==> config.mk <==
export PLATFORM = sky130hd
export DESIGN_NAME = first_fit_heap_allocator
export DESIGN_NICKNAME = d
export VERILOG_FILES = /design/src/hdl/ffha_pkg.sv /design/src/hdl/first_fit_heap_allocator.sv /design/src/hdl/ffha_ram.sv /design/src/hdl/ffha_ctrl.sv /design/src/hdl/ffha_dp.sv
export SDC_FILE = /design/constraint.sdc
export NUM_CORES = 2
export LEC_CHECK = 0
export BUFFER_PORTS_ARGS = -buffer_cell sky130_fd_sc_hd__buf_2
export CORE_MARGIN = 3
export CORE_UTILIZATION = 35
export CTS_BUF_LIST = sky130_fd_sc_hd__clkbuf_4 sky130_fd_sc_hd__clkbuf_8
export CTS_CLUSTER_DIAMETER = 50
export DETAILED_ROUTE_END_ITERATION = 12
export PLACE_DENSITY = 0.56
export SETUP_SLACK_MARGIN = 0.3
export SYNTH_ARGS = -nofsm -noshare
export SYNTH_HDL_FRONTEND = slang
export SYNTH_HIERARCHICAL = 1
export SYNTH_SLANG_ARGS = --single-unit
==> constraint.sdc <==
create_clock -name clock -period 6.5 [get_ports clock]
set_input_delay 0.65 -clock clock [delete_from_list [all_inputs] [get_ports clock]]
set_output_delay 0.65 -clock clock [all_outputs]
set_load 0.02 [all_outputs]
==> src/hdl/ffha_pkg.sv <==
`default_nettype none
package ffha_pkg;

   typedef struct packed {
      logic [15:0] start;
      logic [16:0] payload;
      logic        free;
   } entry_type;

   localparam logic [1:0] STATUS_OK    = 2'd0;
   localparam logic [1:0] STATUS_NOMEM = 2'd1;
   localparam logic [1:0] STATUS_BAD   = 2'd2;

   typedef enum logic [3:0] {
      ST_IDLE, ST_START, ST_RD, ST_CHK, ST_NOHIT, ST_HIT, ST_SH_RD, ST_SH_WR,
      ST_SPLIT, ST_CLAIM, ST_NX_RD, ST_NX_CHK, ST_MERGE, ST_CP_RD, ST_CP_WR, ST_DONE
   } state_type;

   typedef enum logic [3:0] {
      OP_NONE, OP_LOAD, OP_START, OP_SCAN_RD, OP_SCAN_CHK, OP_NOHIT, OP_HIT, OP_SH_RD,
      OP_SH_WR, OP_SPLIT, OP_CLAIM, OP_NX_RD, OP_NX_CHK, OP_MERGE, OP_CP_RD, OP_CP_WR
   } op_type;

   typedef struct packed {
      op_type op;
      logic   emit;
   } cmd_type;

   typedef struct packed {
      logic is_free;
      logic bad_size;
      logic empty;
      logic match;
      logic last;
      logic split_ok;
      logic shift_more;
      logic has_next;
      logic merge_more;
      logic cp_more;
      logic rsp_free;
   } stat_type;

   function automatic logic [15:0] sat16(input logic [17:0] v);
      return (v > 18'h0FFFF) ? 16'hFFFF : v[15:0];
   endfunction

endpackage
`default_nettype wire

==> src/hdl/first_fit_heap_allocator.sv <==
// the result is loaded into the output register once that register is free
// a request scans table entries; entries are shifted up on a split or moved down after a merge
// one item at a time: the next is accepted in the idle state, after the previous result is loaded
// the next item is taken while the previous result waits in the output register
// synchronous reset empties the table, clears arena top and sets the limit to 65536
`default_nettype none
module first_fit_heap_allocator import ffha_pkg::*; #(
   parameter int unsigned HEAP_BYTES   = 65536,
   parameter int unsigned HEADER_BYTES = 32,
   parameter int unsigned MAX_CHUNKS   = 32
) (
   input  wire logic        clock,
   input  wire logic        reset,
   input  wire logic        req_valid,
   output      logic        req_ready,
   input  wire logic        req_action,
   input  wire logic [15:0] req_request_size,
   input  wire logic [15:0] req_block_address,
   output      logic        rsp_valid,
   input  wire logic        rsp_ready,
   output      logic [1:0]  rsp_status,
   output      logic [15:0] rsp_payload_address,
   output      logic [15:0] rsp_chunk_bytes,
   input  wire logic        csr_valid,
   output      logic        csr_ready,
   input  wire logic [16:0] csr_arena_limit
);

   cmd_type  cmd;
   stat_type stat;

   assign csr_ready = 1'b1;

   ffha_ctrl u_ctrl (
      .clock     (clock),
      .reset     (reset),
      .req_valid (req_valid),
      .req_ready (req_ready),
      .stat      (stat),
      .cmd       (cmd)
   );

   ffha_dp #(
      .HEAP_BYTES   (HEAP_BYTES),
      .HEADER_BYTES (HEADER_BYTES),
      .MAX_CHUNKS   (MAX_CHUNKS)
   ) u_dp (
      .clock               (clock),
      .reset               (reset),
      .cmd                 (cmd),
      .stat                (stat),
      .req_action          (req_action),
      .req_request_size    (req_request_size),
      .req_block_address   (req_block_address),
      .csr_valid           (csr_valid),
      .csr_arena_limit     (csr_arena_limit),
      .rsp_valid           (rsp_valid),
      .rsp_ready           (rsp_ready),
      .rsp_status          (rsp_status),
      .rsp_payload_address (rsp_payload_address),
      .rsp_chunk_bytes     (rsp_chunk_bytes)
   );

endmodule
`default_nettype wire

==> src/hdl/ffha_ram.sv <==
`default_nettype none
module ffha_ram #(
   parameter int unsigned WIDTH = 34,
   parameter int unsigned DEPTH = 32
) (
   input  wire logic                             clock,
   input  wire logic                             wr_en,
   input  wire logic [$clog2(DEPTH)-1:0]         wr_addr,
   input  wire logic [WIDTH-1:0]                 wr_data,
   input  wire logic [$clog2(DEPTH)-1:0]         rd_addr,
   output      logic [WIDTH-1:0]                 rd_data
);

   logic [WIDTH-1:0] mem_ff [DEPTH];
   logic [WIDTH-1:0] rd_data_ff;

   always_ff @(posedge clock) begin
      if (wr_en) begin
         mem_ff[wr_addr] <= wr_data;
      end
      rd_data_ff <= mem_ff[rd_addr];
   end

   assign rd_data = rd_data_ff;

endmodule
`default_nettype wire

==> src/hdl/ffha_ctrl.sv <==
`default_nettype none
module ffha_ctrl import ffha_pkg::*; (
   input  wire logic     clock,
   input  wire logic     reset,
   input  wire logic     req_valid,
   output      logic     req_ready,
   input  wire stat_type stat,
   output      cmd_type  cmd
);

   state_type state_ff, state_in;

   always_comb begin
      state_in = state_ff;
      unique case (state_ff)
         ST_IDLE:   if (req_valid) state_in = ST_START;
         ST_START: begin
            priority if (stat.bad_size) state_in = ST_DONE;
            else if (stat.empty)        state_in = ST_NOHIT;
            else                        state_in = ST_RD;
         end
         ST_RD:     state_in = ST_CHK;
         ST_CHK: begin
            priority if (stat.match) state_in = ST_HIT;
            else if (stat.last)      state_in = ST_NOHIT;
            else                     state_in = ST_RD;
         end
         ST_NOHIT:  state_in = ST_DONE;
         ST_HIT: begin
            priority if (stat.is_free) state_in = stat.has_next ? ST_NX_RD : ST_MERGE;
            else if (stat.split_ok)    state_in = stat.shift_more ? ST_SH_RD : ST_SPLIT;
            else                       state_in = ST_CLAIM;
         end
         ST_SH_RD:  state_in = ST_SH_WR;
         ST_SH_WR:  state_in = stat.shift_more ? ST_SH_RD : ST_SPLIT;
         ST_SPLIT:  state_in = ST_CLAIM;
         ST_CLAIM:  state_in = ST_DONE;
         ST_NX_RD:  state_in = ST_NX_CHK;
         ST_NX_CHK: state_in = ST_MERGE;
         ST_MERGE:  state_in = stat.merge_more ? ST_CP_RD : ST_DONE;
         ST_CP_RD:  state_in = ST_CP_WR;
         ST_CP_WR:  state_in = stat.cp_more ? ST_CP_RD : ST_DONE;
         ST_DONE:   if (stat.rsp_free) state_in = ST_IDLE;
         default:   state_in = ST_IDLE;
      endcase
   end

   always_comb begin
      req_ready = 1'b0;
      cmd.op    = OP_NONE;
      cmd.emit  = 1'b0;
      unique case (state_ff)
         ST_IDLE: begin
            req_ready = 1'b1;
            if (req_valid) cmd.op = OP_LOAD;
         end
         ST_START:  cmd.op = OP_START;
         ST_RD:     cmd.op = OP_SCAN_RD;
         ST_CHK:    cmd.op = OP_SCAN_CHK;
         ST_NOHIT:  cmd.op = OP_NOHIT;
         ST_HIT:    cmd.op = OP_HIT;
         ST_SH_RD:  cmd.op = OP_SH_RD;
         ST_SH_WR:  cmd.op = OP_SH_WR;
         ST_SPLIT:  cmd.op = OP_SPLIT;
         ST_CLAIM:  cmd.op = OP_CLAIM;
         ST_NX_RD:  cmd.op = OP_NX_RD;
         ST_NX_CHK: cmd.op = OP_NX_CHK;
         ST_MERGE:  cmd.op = OP_MERGE;
         ST_CP_RD:  cmd.op = OP_CP_RD;
         ST_CP_WR:  cmd.op = OP_CP_WR;
         ST_DONE:   cmd.emit = stat.rsp_free;
         default:   cmd.op = OP_NONE;
      endcase
   end

   always_ff @(posedge clock) begin
      if (reset) begin
         state_ff <= ST_IDLE;
      end else begin
         state_ff <= state_in;
      end
   end

endmodule
`default_nettype wire

==> src/hdl/ffha_dp.sv <==
`default_nettype none
module ffha_dp import ffha_pkg::*; #(
   parameter int unsigned HEAP_BYTES   = 65536,
   parameter int unsigned HEADER_BYTES = 32,
   parameter int unsigned MAX_CHUNKS   = 32
) (
   input  wire logic        clock,
   input  wire logic        reset,
   input  wire cmd_type     cmd,
   output      stat_type    stat,
   input  wire logic        req_action,
   input  wire logic [15:0] req_request_size,
   input  wire logic [15:0] req_block_address,
   input  wire logic        csr_valid,
   input  wire logic [16:0] csr_arena_limit,
   output      logic        rsp_valid,
   input  wire logic        rsp_ready,
   output      logic [1:0]  rsp_status,
   output      logic [15:0] rsp_payload_address,
   output      logic [15:0] rsp_chunk_bytes
);

   localparam int unsigned CW  = $clog2(MAX_CHUNKS + 1);
   localparam int unsigned IW  = $clog2(MAX_CHUNKS);
   localparam int unsigned CAP = (HEAP_BYTES < 65536) ? HEAP_BYTES : 65536;
   localparam logic [17:0]   HDR     = 18'(HEADER_BYTES);
   localparam logic [16:0]   LIM_CAP = 17'(CAP);
   localparam logic [CW-1:0] MAX_CNT = CW'(MAX_CHUNKS);
   localparam logic [CW-1:0] ONE     = CW'(1);

   logic [CW-1:0] count_ff, count_in;
   logic [16:0]   top_ff, top_in;
   logic [16:0]   limit_ff, limit_in;
   logic          act_ff, act_in;
   logic [15:0]   size_ff, size_in;
   logic [15:0]   addr_ff, addr_in;
   logic [CW-1:0] idx_ff, idx_in;
   logic [CW-1:0] ptr_ff, ptr_in;
   entry_type     cur_ff, cur_in;
   entry_type     prev_ff, prev_in;
   entry_type     next_ff, next_in;
   logic          next_ok_ff, next_ok_in;
   logic          split_ff, split_in;
   logic [1:0]    res_status_ff, res_status_in;
   logic [15:0]   res_addr_ff, res_addr_in;
   logic [15:0]   res_bytes_ff, res_bytes_in;
   logic          rsp_valid_ff, rsp_valid_in;
   logic [1:0]    rsp_status_ff, rsp_status_in;
   logic [15:0]   rsp_addr_ff, rsp_addr_in;
   logic [15:0]   rsp_bytes_ff, rsp_bytes_in;

   entry_type     rd_entry;
   logic          wr_en;
   logic [CW-1:0] wr_idx;
   logic [CW-1:0] rd_idx;
   entry_type     wr_entry;

   logic [CW-1:0] idx_nx, ptr_dn, ptr_up, m_idx, new_count;
   logic [16:0]   lim;
   logic          match, split_ok, over, full, pm, nm;
   logic [1:0]    drop;
   logic [15:0]   m_start;
   logic [17:0]   total, append_need, split_start, split_pay, cur_hdr, top_hdr;
   logic [16:0]   claim_pay;

   assign idx_nx    = idx_ff + ONE;
   assign ptr_dn    = ptr_ff - ONE;
   assign ptr_up    = ptr_ff + ONE;
   assign lim       = (limit_ff < LIM_CAP) ? limit_ff : LIM_CAP;
   assign match     = act_ff ? (!rd_entry.free && ({2'b0, rd_entry.start} + HDR == {2'b0, addr_ff}))
                             : (rd_entry.free && (rd_entry.payload >= {1'b0, size_ff}));
   assign split_ok  = ({1'b0, cur_ff.payload} > ({2'b0, size_ff} + HDR)) && (count_ff < MAX_CNT);
   assign append_need = {1'b0, top_ff} + HDR + {2'b0, size_ff};
   assign over      = append_need > {1'b0, lim};
   assign full      = count_ff >= MAX_CNT;
   assign pm        = (idx_ff != '0) && prev_ff.free;
   assign nm        = next_ok_ff && next_ff.free;
   assign drop      = {1'b0, pm} + {1'b0, nm};
   assign m_idx     = pm ? (idx_ff - ONE) : idx_ff;
   assign m_start   = pm ? prev_ff.start : cur_ff.start;
   assign total     = {1'b0, cur_ff.payload}
                    + (pm ? ({1'b0, prev_ff.payload} + HDR) : 18'd0)
                    + (nm ? ({1'b0, next_ff.payload} + HDR) : 18'd0);
   assign new_count = count_ff - CW'(drop);
   assign split_start = {2'b0, cur_ff.start} + HDR + {2'b0, size_ff};
   assign split_pay = {1'b0, cur_ff.payload} - {2'b0, size_ff} - HDR;
   assign claim_pay = split_ff ? {1'b0, size_ff} : cur_ff.payload;
   assign cur_hdr   = {2'b0, cur_ff.start} + HDR;
   assign top_hdr   = {1'b0, top_ff} + HDR;

   always_comb begin
      stat.is_free    = act_ff;
      stat.bad_size   = !act_ff && (size_ff == '0);
      stat.empty      = (count_ff == '0);
      stat.match      = match;
      stat.last       = (idx_nx == count_ff);
      stat.split_ok   = split_ok;
      stat.shift_more = (cmd.op == OP_HIT) ? (count_ff > idx_nx) : (ptr_dn > idx_nx);
      stat.has_next   = (idx_nx < count_ff);
      stat.merge_more = (drop != 2'd0) && ((m_idx + ONE) < new_count);
      stat.cp_more    = (ptr_up < count_ff);
      stat.rsp_free   = !rsp_valid_ff || rsp_ready;
   end

   always_comb begin
      count_in      = count_ff;
      top_in        = top_ff;
      limit_in      = csr_valid ? csr_arena_limit : limit_ff;
      act_in        = act_ff;
      size_in       = size_ff;
      addr_in       = addr_ff;
      idx_in        = idx_ff;
      ptr_in        = ptr_ff;
      cur_in        = cur_ff;
      prev_in       = prev_ff;
      next_in       = next_ff;
      next_ok_in    = next_ok_ff;
      split_in      = split_ff;
      res_status_in = res_status_ff;
      res_addr_in   = res_addr_ff;
      res_bytes_in  = res_bytes_ff;
      wr_en         = 1'b0;
      wr_idx        = idx_ff;
      wr_entry      = rd_entry;
      rd_idx        = idx_ff;
      unique case (cmd.op)
         OP_LOAD: begin
            act_in        = req_action;
            size_in       = req_request_size;
            addr_in       = req_block_address;
            idx_in        = '0;
            res_status_in = STATUS_OK;
            res_addr_in   = '0;
            res_bytes_in  = '0;
         end
         OP_START: begin
            if (stat.bad_size) res_status_in = STATUS_BAD;
         end
         OP_SCAN_RD: rd_idx = idx_ff;
         OP_SCAN_CHK: begin
            if (match) begin
               cur_in = rd_entry;
            end else begin
               prev_in = rd_entry;
               idx_in  = idx_nx;
            end
         end
         OP_NOHIT: begin
            if (act_ff) begin
               res_status_in = STATUS_BAD;
            end else if (full || over) begin
               res_status_in = STATUS_NOMEM;
            end else begin
               wr_en            = 1'b1;
               wr_idx           = count_ff;
               wr_entry.start   = top_ff[15:0];
               wr_entry.payload = {1'b0, size_ff};
               wr_entry.free    = 1'b0;
               count_in         = count_ff + ONE;
               top_in           = append_need[16:0];
               res_addr_in      = sat16(top_hdr);
               res_bytes_in     = size_ff;
            end
         end
         OP_HIT: begin
            split_in   = split_ok;
            ptr_in     = count_ff;
            next_ok_in = 1'b0;
         end
         OP_SH_RD: rd_idx = ptr_dn;
         OP_SH_WR: begin
            wr_en  = 1'b1;
            wr_idx = ptr_ff;
            ptr_in = ptr_dn;
         end
         OP_SPLIT: begin
            wr_en            = 1'b1;
            wr_idx           = idx_nx;
            wr_entry.start   = split_start[15:0];
            wr_entry.payload = split_pay[16:0];
            wr_entry.free    = 1'b1;
         end
         OP_CLAIM: begin
            wr_en            = 1'b1;
            wr_idx           = idx_ff;
            wr_entry.start   = cur_ff.start;
            wr_entry.payload = claim_pay;
            wr_entry.free    = 1'b0;
            if (split_ff) count_in = count_ff + ONE;
            res_addr_in      = sat16(cur_hdr);
            res_bytes_in     = sat16({1'b0, claim_pay});
         end
         OP_NX_RD: rd_idx = idx_nx;
         OP_NX_CHK: begin
            next_in    = rd_entry;
            next_ok_in = 1'b1;
         end
         OP_MERGE: begin
            wr_en            = 1'b1;
            wr_idx           = m_idx;
            wr_entry.start   = m_start;
            wr_entry.payload = total[16:0];
            wr_entry.free    = 1'b1;
            count_in         = new_count;
            ptr_in           = m_idx + ONE;
            res_addr_in      = sat16({2'b0, m_start} + HDR);
            res_bytes_in     = sat16(total);
         end
         OP_CP_RD: rd_idx = ptr_ff + CW'(drop);
         OP_CP_WR: begin
            wr_en  = 1'b1;
            wr_idx = ptr_ff;
            ptr_in = ptr_up;
         end
         default: begin
            wr_en = 1'b0;
         end
      endcase
   end

   always_comb begin
      rsp_valid_in  = rsp_valid_ff;
      rsp_status_in = rsp_status_ff;
      rsp_addr_in   = rsp_addr_ff;
      rsp_bytes_in  = rsp_bytes_ff;
      if (cmd.emit) begin
         rsp_valid_in  = 1'b1;
         rsp_status_in = res_status_ff;
         rsp_addr_in   = res_addr_ff;
         rsp_bytes_in  = res_bytes_ff;
      end else if (rsp_ready) begin
         rsp_valid_in = 1'b0;
      end
   end

   always_ff @(posedge clock) begin
      if (reset) begin
         count_ff     <= '0;
         top_ff       <= '0;
         limit_ff     <= 17'h10000;
         rsp_valid_ff <= 1'b0;
      end else begin
         count_ff     <= count_in;
         top_ff       <= top_in;
         limit_ff     <= limit_in;
         rsp_valid_ff <= rsp_valid_in;
      end
   end

   always_ff @(posedge clock) begin
      act_ff        <= act_in;
      size_ff       <= size_in;
      addr_ff       <= addr_in;
      idx_ff        <= idx_in;
      ptr_ff        <= ptr_in;
      cur_ff        <= cur_in;
      prev_ff       <= prev_in;
      next_ff       <= next_in;
      next_ok_ff    <= next_ok_in;
      split_ff      <= split_in;
      res_status_ff <= res_status_in;
      res_addr_ff   <= res_addr_in;
      res_bytes_ff  <= res_bytes_in;
      rsp_status_ff <= rsp_status_in;
      rsp_addr_ff   <= rsp_addr_in;
      rsp_bytes_ff  <= rsp_bytes_in;
   end

   ffha_ram #(
      .WIDTH ($bits(entry_type)),
      .DEPTH (MAX_CHUNKS)
   ) u_table (
      .clock   (clock),
      .wr_en   (wr_en),
      .wr_addr (wr_idx[IW-1:0]),
      .wr_data (wr_entry),
      .rd_addr (rd_idx[IW-1:0]),
      .rd_data (rd_entry)
   );

   assign rsp_valid           = rsp_valid_ff;
   assign rsp_status          = rsp_status_ff;
   assign rsp_payload_address = rsp_addr_ff;
   assign rsp_chunk_bytes     = rsp_bytes_ff;

endmodule
`default_nettype wire

==> results.sh <==
export IMPL_synthMuxAreaShare=0.0973
export IMPL_dieArea_um2=181000
export IMPL_slowest_delay_ns=0.50
export IMPL_design_area_um2=71700
export IMPL_htreeDepth=4
export IMPL_std_cell_rows=153
export IMPL_drt_wl_total_um=176000
export IMPL_dr_total_vias=38500
export IMPL_period_needed_ns=6.07
export IMPL_outcome="finished clean"
export IMPL_synthDistinctLibCells=88
export IMPL_start_kind="register"
export IMPL_hold_viol_final=0
export IMPL_skew_ns=0.0761
export IMPL_grt_pass1_wl_um=256000
export IMPL_wire_per_inst_um=24.3
export IMPL_timing_slew_headroom=0.276
export IMPL_ant_nets=0
export IMPL_cts_tree="built"
export IMPL_drive_gt1_frac=0.160
export IMPL_maxSlewViolCount=0
export IMPL_synth_top_family_by_area="multiplexers"
export IMPL_design_core_area_um2=174000
export IMPL_worstPathMaxFanout=15
export IMPL_final_nets=4990
export IMPL_clkLatencyLatePin_ns=1.00
export IMPL_critPathCaptureType="register"
export IMPL_cp_cell_sequence="ha_1 -> nand2_1 -> or2_2 -> xnor2_1 -> ha_1 -> nand3_2 -> o311ai_1 -> buf_4 -> a31oi_1 -> o21ba_2 -> xnor2_1 -> inv_1 -> ha_1 -> or2_2 -> nand2b_1 -> o22ai_1 -> a31oi_1 -> a31oi_1 -> nand3_2 -> a221oi_1 -> nor2_2 -> or3b_4 -> nor2_4 -> buf_12"
export IMPL_clkTransAtPathRegs_ns=0.07
export IMPL_ys_seq_area_frac=0.654
export IMPL_synthSimpleGateAreaFrac=0.0695
export IMPL_drt_first_pass_iters=6
export IMPL_crit_required_ns=7.17
export IMPL_power_density_nw_per_um2=550
export IMPL_p_sw_mw=16.4
export IMPL_synth_fp_nets=4622
export IMPL_cp_data_arrival_time_ns=6.73
export IMPL_grt_ovfl_total=0
export IMPL_hpwl_um=118000
export IMPL_floorplan_initialDensity=0.353
export IMPL_synth_area_top_cells="edfxtp_1 (63%), mux2i_1 (9.7%), ha_1 (3.4%)"
export IMPL_viasPerCell=5.30
export IMPL_syn_area_um2=61600
export IMPL_syn_instance_count=4375
export IMPL_synth_adder_area_share=0.0421
export IMPL_cts_path_max_buffers=3
export IMPL_area_delta_synth_final_pct=16.4
export IMPL_placedInstanceArea_um2=66300
export IMPL_synth_area_per_cell_um2=14.1
export IMPL_maxCapViolCount=0
export IMPL_io_pins=92
export IMPL_grt_usage=0.190
export IMPL_synth_area_leader_cell="edfxtp_1"
export IMPL_die_h_um=425
export IMPL_numCtsBuffers=217
export IMPL_power_frac_comb=0.454
export IMPL_port_buffers=90
export IMPL_p_clk_frac=0.197
export IMPL_cp_num_buf_inv=3
export IMPL_synthArstFlopShare=0
export IMPL_cts_sinks=1367
export IMPL_synth_main_ff_cell="edfxtp_1"
export IMPL_power_mw=39.4
export IMPL_synth_compound_area_share=0.0867
export IMPL_grt_max_degree=81
export IMPL_finalCritPeriodShare=0.933
export IMPL_synth_seq_cells=1367
export IMPL_rsz0062_at_grt="true"
export IMPL_drc=0
export IMPL_grt_pass1_vias=37600
export IMPL_synthXorXnorAreaFrac=0.0226
export IMPL_synth_edf_count=1288
export IMPL_max_slew_worst_pin_slew_ns=1.08
export IMPL_sequentialPowerShare=0.350
export IMPL_yosysWarnings=6
export IMPL_drtIter0Drc=3487
export IMPL_fmax_mhz=165
export IMPL_nFillCells=16000
export IMPL_sw_frac_of_total=0.415
export IMPL_die_x_um=425
export IMPL_vdd_ir_drop_max_uv=490
export IMPL_antenna_found_initial=5
export IMPL_setup_viol=0
export IMPL_hold_path_class="in -> reg"
export IMPL_critPathTopFamily="simple AND/OR/NAND/NOR gates"
export IMPL_p_leak_nw=25.6
export IMPL_synth_top_area_share=0.628
export IMPL_crit_type="reg -> reg"
export IMPL_cp_slowest_cell="or3b_4"
export IMPL_clockRootBuffer="clkbuf_8"
export IMPL_p_int_mw=23.0
export IMPL_place_congestion=0.936
[cells in the mapped netlist (40+ instances only)]
cell / number
edfxtp_1: 1288
clkbuf_1: 81
a21oi_1: 206
a22o_1: 72
nand3_1: 180
buf_4: 40
ha_1: 167
xor2_1: 68
inv_1: 118
nor3_1: 70
nand2_1: 286
a22oi_1: 119
mux2i_1: 596
nor2_1: 226
a31oi_1: 55
buf_2: 54
xnor2_1: 91
o21ai_0: 109
dfxtp_1: 79
[path summary, 6_finish.rpt]
path / start / endpoint / slack [ns] / cells past startpoint
max reg2reg: u_dp/top_ff[5] / u_dp/u_table/mem_ff[18][8] / 0.43 / 24
min reg2reg: u_dp/res_bytes_ff[11] / u_dp/rsp_chunk_bytes[11] / 0.38 / 0
min: csr_valid / u_dp/limit_ff[16] / 0.24 / 3
max: u_dp/top_ff[5] / u_dp/u_table/mem_ff[18][8] / 0.43 / 24
[tightest hold or removal path: cells and delay by family]
kind,cells,cell delay [ns]
and+or+nand+nor,1,0.14
AOI/OAI and AO/OA,1,0.08
buffers and inverters,1,0.29
[placed cells by master, fill, tap and decap left out, types with 79 or more instances in the layout]
cell         n
a21oi_1    202
a22oi_1    118
buf_2       90
buf_4      175
clkbuf_4    80
clkbuf_8   227
dfxtp_1     79
edfxtp_1  1288
ha_1       167
inv_1      117
mux2i_1    596
nand2_1    283
nand3_1    178
nor2_1     181
o21ai_0    105
xnor2_1     91
[cells by family after synthesis]
group,Yosys count
other,1
flip-flops,1367
multiplexers,598
adder cells (fa/ha/maj),192
buffers and inverters,341
AO/OA/AOI/OAI,791
AND/OR/NAND/NOR,926
XOR/XNOR,159
[routing by layer]
| layer | up-vias | GRT usage | part of all wire |
|---|---|---|---|
| met2 | 1354 | 0.289 | 0.45 |
| met3 | 279 | 0.0331 | 0.066 |
| met1 | 19300 | 0.273 | 0.46 |
| met5 | - | 0 | 0 |
| li1 | 17600 | - | - |
| met4 | 0 | 0.0627 | 0.030 |
[area by class of cell]
| type | instances | area (µm²) | share of cell area |
|---|---|---|---|
| clock inverters | 98 | 913 | 0.0127 |
| multi-input cells | 2668 | 20100 | 0.280 |
| inverters | 121 | 454 | 0.00634 |
| diodes | 5 | 12.5 | 0.000175 |
| flip-flops and latches | 1367 | 40300 | 0.562 |
| repair buffers | 368 | 3290 | 0.0460 |
| well taps | 2325 | 2910 | 0.0406 |
| clock buffers | 307 | 3720 | 0.0520 |
[state kept, by name, indices dropped and copies added (netlist names), 16 cells and up]
| name | count |
|---|---|
| u_dp/u_table/mem_ff | 1088 |
| u_dp/prev_ff | 34 |
| u_dp/u_table/rd_data | 34 |
| u_dp/cur_ff | 33 |
| u_dp/next_ff | 18 |
| u_dp/limit_ff | 17 |
| u_dp/top_ff | 17 |
| u_dp/addr_ff | 16 |
| u_dp/res_addr_ff | 16 |
| u_dp/res_bytes_ff | 16 |
| u_dp/rsp_chunk_bytes | 16 |
| u_dp/rsp_payload_address | 16 |
| u_dp/size_ff | 16 |
[through the flow]
step	setup TNS (ns)	setup WS [ns]	hold WS, ns	util	instances
after global routing	0	0.235	0.227	0.411	7256
after floorplan	-50.84	-0.215	0.400	-	4375
final	0	0.434	0.240	0.411	7259
after global placement	0	0.146	0.405	0.380	6787
after detailed placement	0	0.135	0.405	0.380	6787
after CTS	0	0.302	0.166	0.410	7248
[power groups by stage]
| stage | Combinational (mW) | Clock [mW] | Sequential (mW) |
|---|---|---|---|
| 2_1_floorplan | 10.4 | 0 | 13.7 |
| 3_3_place_gp | 17.3 | 0 | 13.9 |
| 3_5_place_dp | 17.5 | 0 | 14.0 |
| 4_1_cts | 17.6 | 7.95 | 13.8 |
| 5_1_grt | 19.1 | 8.35 | 13.8 |
| 6_report | 17.9 | 7.75 | 13.8 |
[repair_timing]
action,4_1_cts,5_1_grt
gates cloned,0,3
pin swaps,0,8
endpoints found under the setup margin,722,1173
setup buffers,4,3
endpoints found under the hold margin,52,0
gates resized for setup,5,17
hold buffers,52,0
No activity file was read; power rests on OpenSTA's default activity.
